File: src/rtl/core/greedy_box_suppression_unit_assert.svh
// ---------------------------------------------------------------------------
// Assertion macros for the greedy box suppression unit
// Implication checks that are compiled out when NO_ASSERTIONS is defined.
// ---------------------------------------------------------------------------
`ifndef GREEDY_BOX_SUPPRESSION_UNIT_ASSERT_SVH
`define GREEDY_BOX_SUPPRESSION_UNIT_ASSERT_SVH
`ifndef NO_ASSERTIONS
`define GBS_ASSERT_NOW(lbl, a, c) \
	lbl: assert property (@(posedge clk) disable iff (!arst_n) (a) |-> (c)) \
		else $error("assertion failed");
`define GBS_ASSERT_NEXT(lbl, a, c) \
	lbl: assert property (@(posedge clk) disable iff (!arst_n) (a) |=> (c)) \
		else $error("assertion failed");
`else
`define GBS_ASSERT_NOW(lbl, a, c)
`define GBS_ASSERT_NEXT(lbl, a, c)
`endif
`endif

File: src/rtl/core/gbs_ram.sv
// ---------------------------------------------------------------------------
// Generic simple dual-port RAM
// One write port and one read port with a registered read.
// ---------------------------------------------------------------------------
module gbs_ram #(
	parameter int WIDTH = 8,
	parameter int DEPTH = 16
) (
	input  logic                     clk,
	input  logic                     we,
	input  logic [$clog2(DEPTH)-1:0] waddr,
	input  logic [WIDTH-1:0]         wdata,
	input  logic [$clog2(DEPTH)-1:0] raddr,
	output logic [WIDTH-1:0]         rdata
);
	logic [WIDTH-1:0] mem [DEPTH];

	always_ff @(posedge clk) begin
		if (we) begin
			mem[waddr] <= wdata;
		end
		rdata <= mem[raddr];
	end
endmodule

File: config.mk
export PLATFORM = sky130hd
export DESIGN_NAME = gbs_ram
export DESIGN_NICKNAME = d
export VERILOG_FILES = /design/src/rtl/core/greedy_box_suppression_unit_assert.svh /design/src/rtl/core/gbs_ram.sv
export SDC_FILE = /design/constraint.sdc
export NUM_CORES = 1
export LEC_CHECK = 0
export ABC_AREA = 1
export BUFFER_PORTS_ARGS = -buffer_cell sky130_fd_sc_hd__buf_2
export CAP_MARGIN = 20
export CORE_MARGIN = 1
export CORE_UTILIZATION = 55
export DETAILED_ROUTE_END_ITERATION = 10
export GPL_TIMING_DRIVEN = 0
export PLACE_DENSITY = 0.71
export SETUP_SLACK_MARGIN = 0.3
export SYNTH_ARGS = -nofsm -noshare
export SYNTH_HDL_FRONTEND = slang
export SYNTH_SLANG_ARGS = --single-unit
File: constraint.sdc
create_clock -name clk -period 1.3 [get_ports clk]
set_clock_uncertainty 0.2 [all_clocks]
set_input_delay 0.13 -clock clk [delete_from_list [all_inputs] [get_ports clk]]
set_output_delay 0.13 -clock clk [all_outputs]
set_load 0.03 [all_outputs]
==> flow_metrics.py <==
metrics = {
    "sta": {
        "finalMaxSlewViolations": 0,
        "fin_crit_sh": 1.01,
        "worstMarginPinSlew_ns": 0.558,
        "setup_violations": 5,
        "finalCriticalPeriod_ns": 1.31,
        "holdWs_ns": -0.140,
        "worst_slack_ns": -0.0103,
        "fmax_mhz": 763,
        "report.final.hold_viol_count": 88,
        "slew_headroom": 0.628,
        "rsz0062_at_grt": "yes",
        "finalSetupTns_ns": -0.0187,
    },
    "clock_tree": {
        "cts_max_level": 4,
        "cts_tree": "built",
        "clockBufferDepth": 2,
        "cts_hold_repair.buffers": 8,
        "cts_buffers": 17,
        "insertion_delay_ns": 0.53,
        "cts.sinks": 136,
        "root_buffer": "clkbuf_8",
        "path_clk_slew_ns": 0.06,
    },
    "status": {
        "violations": "hold timing, setup timing",
        "status": "complete, but fails checks",
    },
    "global_route": {
        "grtUsageTotal": 0.278,
        "grt_start_max_net_pins": 17,
        "antenna_found_initial": 0,
        "grt_first_pass_wirelength_mm": 21.7,
        "grt_overflow": 0,
        "grt_pass1_vias": 3869,
    },
    "power": {
        "power.density_nw_per_um2": 1430,
        "ir_drop_uv": 915,
        "totalPowerFinal_mw": 10.6,
        "p_leak_nw": 3.13,
    },
    "final_layout": {
        "fillers": 667,
        "drive_above_1_share": 0.313,
        "area_growth_pct": 28.6,
        "nNetsFinal": 625,
        "antennaDiodeCount": 0,
        "fin_area_um2": 7420,
    },
    "drt": {
        "drc": 0,
        "drtAntennaViolNets": 0,
        "wirelength_mm": 14.3,
        "firstDrtPassIters": 5,
        "vias": 4109,
        "viasPerCell": 5.44,
        "wire_per_inst_um": 19.0,
        "drt-initial-drc-count": 454,
    },
    "critical_path": {
        "cp.arrival_ns": 0.98,
        "cp_cell_sequence": "buf_6",
        "crit_buf_inv": 1,
        "r2r_cells": 6,
        "path_delay_family": "flip-flops",
        "timing.rr.end": "rdata[2]$_DFF_P_",
        "worstSetupStartpoint": "rdata[7]$_DFF_P_",
        "path_class": "flop to output port",
        "cp.required_ns": 0.97,
        "crit_fanout": 1,
        "cp_num_cells": 1,
        "rr_startpoint": "mem[8][2]$_DFFE_PP_",
        "crit_end": "rdata[7]",
        "critical-path-max-stage-delay_ns": 0.33,
        "crit_path_start_kind": "flop",
        "regToRegSetupSlack_ns": 0.13,
        "slowest_stage": "dfxtp_2",
        "end_kind": "output port",
    },
    "place": {
        "dp_hpwl_mm": 8.74,
        "gp_congestion": 0.913,
        "post_dp_cell_area_um2": 6220,
        "port_buffers": 22,
    },
    "floorplan": {
        "ios": 26,
        "die_w_um": 104,
        "die_area_um2": 10900,
        "core_um2": 10200,
        "dieHeight_um": 104,
        "rows": 37,
        "start_util": 0.564,
    },
    "logic_synthesis": {
        "synthesis.area_um2": 5770,
        "synth_cell_types": 12,
        "postSynthCellCount": 551,
        "synth.ff_latch_count": 136,
        "avgSynthCellArea_um2": 10.5,
        "syn_nets": 569,
        "yosysSeqAreaShare": 0.694,
        "synth_warnings": 0,
    },
    "worst_hold_path": {
        "hp-class": "input pin to flop",
    },
    "run": {
        "maxCapViolCount": 0,
    },
}
==> worst min path at each step <==
stage	slack [ns]	to	startpoint	depth (start not counted)
floorplan	0.03	mem[0][0]$_DFFE_PP_	wdata[0]	0
detailed placement	0.36	mem[11][4]$_DFFE_PP_	wdata[4]	1
global placement	0.34	mem[11][4]$_DFFE_PP_	wdata[4]	1
CTS	-0.15	rdata[5]$_DFF_P_	raddr[2]	4
finish	-0.14	rdata[5]$_DFF_P_	raddr[2]	4
global route	-0.13	rdata[5]$_DFF_P_	raddr[2]	4
==> power breakdown <==
group	switching (mW)	internal, mW
logic	0.603	0.306
registers	0.0336	4.91
clock network	1.70	3.07
total	2.34	8.29
==> repair_timing <==
action,CTS,global route
setup buffers,7,0
pin swaps,30,31
setup endpoints to repair,80,16
hold endpoints to repair,216,88
resized for setup,57,57
==> per-layer routing <==
layer  global-route usage  routed length (um)
met1                0.381                6010
met2                0.427                6970
met3               0.0620                 969
met4                0.120                 393
met5                    0                   0
==> Yosys cell counts <==
cell type    n  area [um2]
inv_2        2        7.51
nor2_1      17        63.8
nand3b_1     2        15.0
buf_6        6        67.6
edfxtp_1   128        3840
nand3_1     97         485
buf_2       13        65.1
buf_1        1        3.75
inv_1      100         375
nand2_1    173         649
dfxtp_1      8         160
buf_4        4        30.0
==> layout make-up <==
class                   count  area, um2  share of cell area
flip-flops and latches    136       4010               0.541
repair buffers             37        355              0.0479
plain buffers              24        205              0.0277
multi-input cells         289       1710               0.230
well taps                 136        170              0.0229
inverters                 102        385              0.0519
clock inverters            12        156              0.0211
clock buffers              20        425              0.0573
==> cells by family after synthesis <==
family                 count (synthesis)  share of synthesized area
buffers and inverters                126                     0.0952
DFF                                  136                      0.694
and+or+nand+nor                      289                      0.210
==> state kept, by name, summed over array words and instances (netlist names) <==
signal / count
rdata: 8
mem: 128
==> through the flow <==
stage	std cells	utilization	worst slack, ns	hold slack, ns
after floorplan	551	-	0.0964	0.0289
after global placement	709	0.608	-0.376	0.342
after detailed placement	709	0.608	-0.401	0.356
after CTS	756	0.706	-0.00825	-0.145
after global routing	756	0.725	-0.0399	-0.135
final	756	0.725	-0.0103	-0.140
==> cells in the final DEF, fill, tap and decap left out <==
cell	synthesis	routed
buf_1	1	1
buf_12	0	5
buf_2	13	19
buf_4	4	9
buf_6	6	19
bufinv_16	0	4
clkbuf_1	0	3
clkbuf_16	0	16
clkbuf_8	0	1
clkinv_1	0	5
clkinv_2	0	2
clkinvlp_4	0	1
dfxtp_2	0	8
dlygate4sd3_1	0	8
edfxtp_1	128	128
inv_1	100	88
inv_2	2	13
inv_4	0	1
nand2_1	173	150
nand2_2	0	19
nand2_4	0	4
nand3_1	97	41
nand3_2	0	55
nand3_4	0	1
nand3b_1	2	2
nor2_4	0	17
Note: power is estimated with default switching activity, not from simulation.
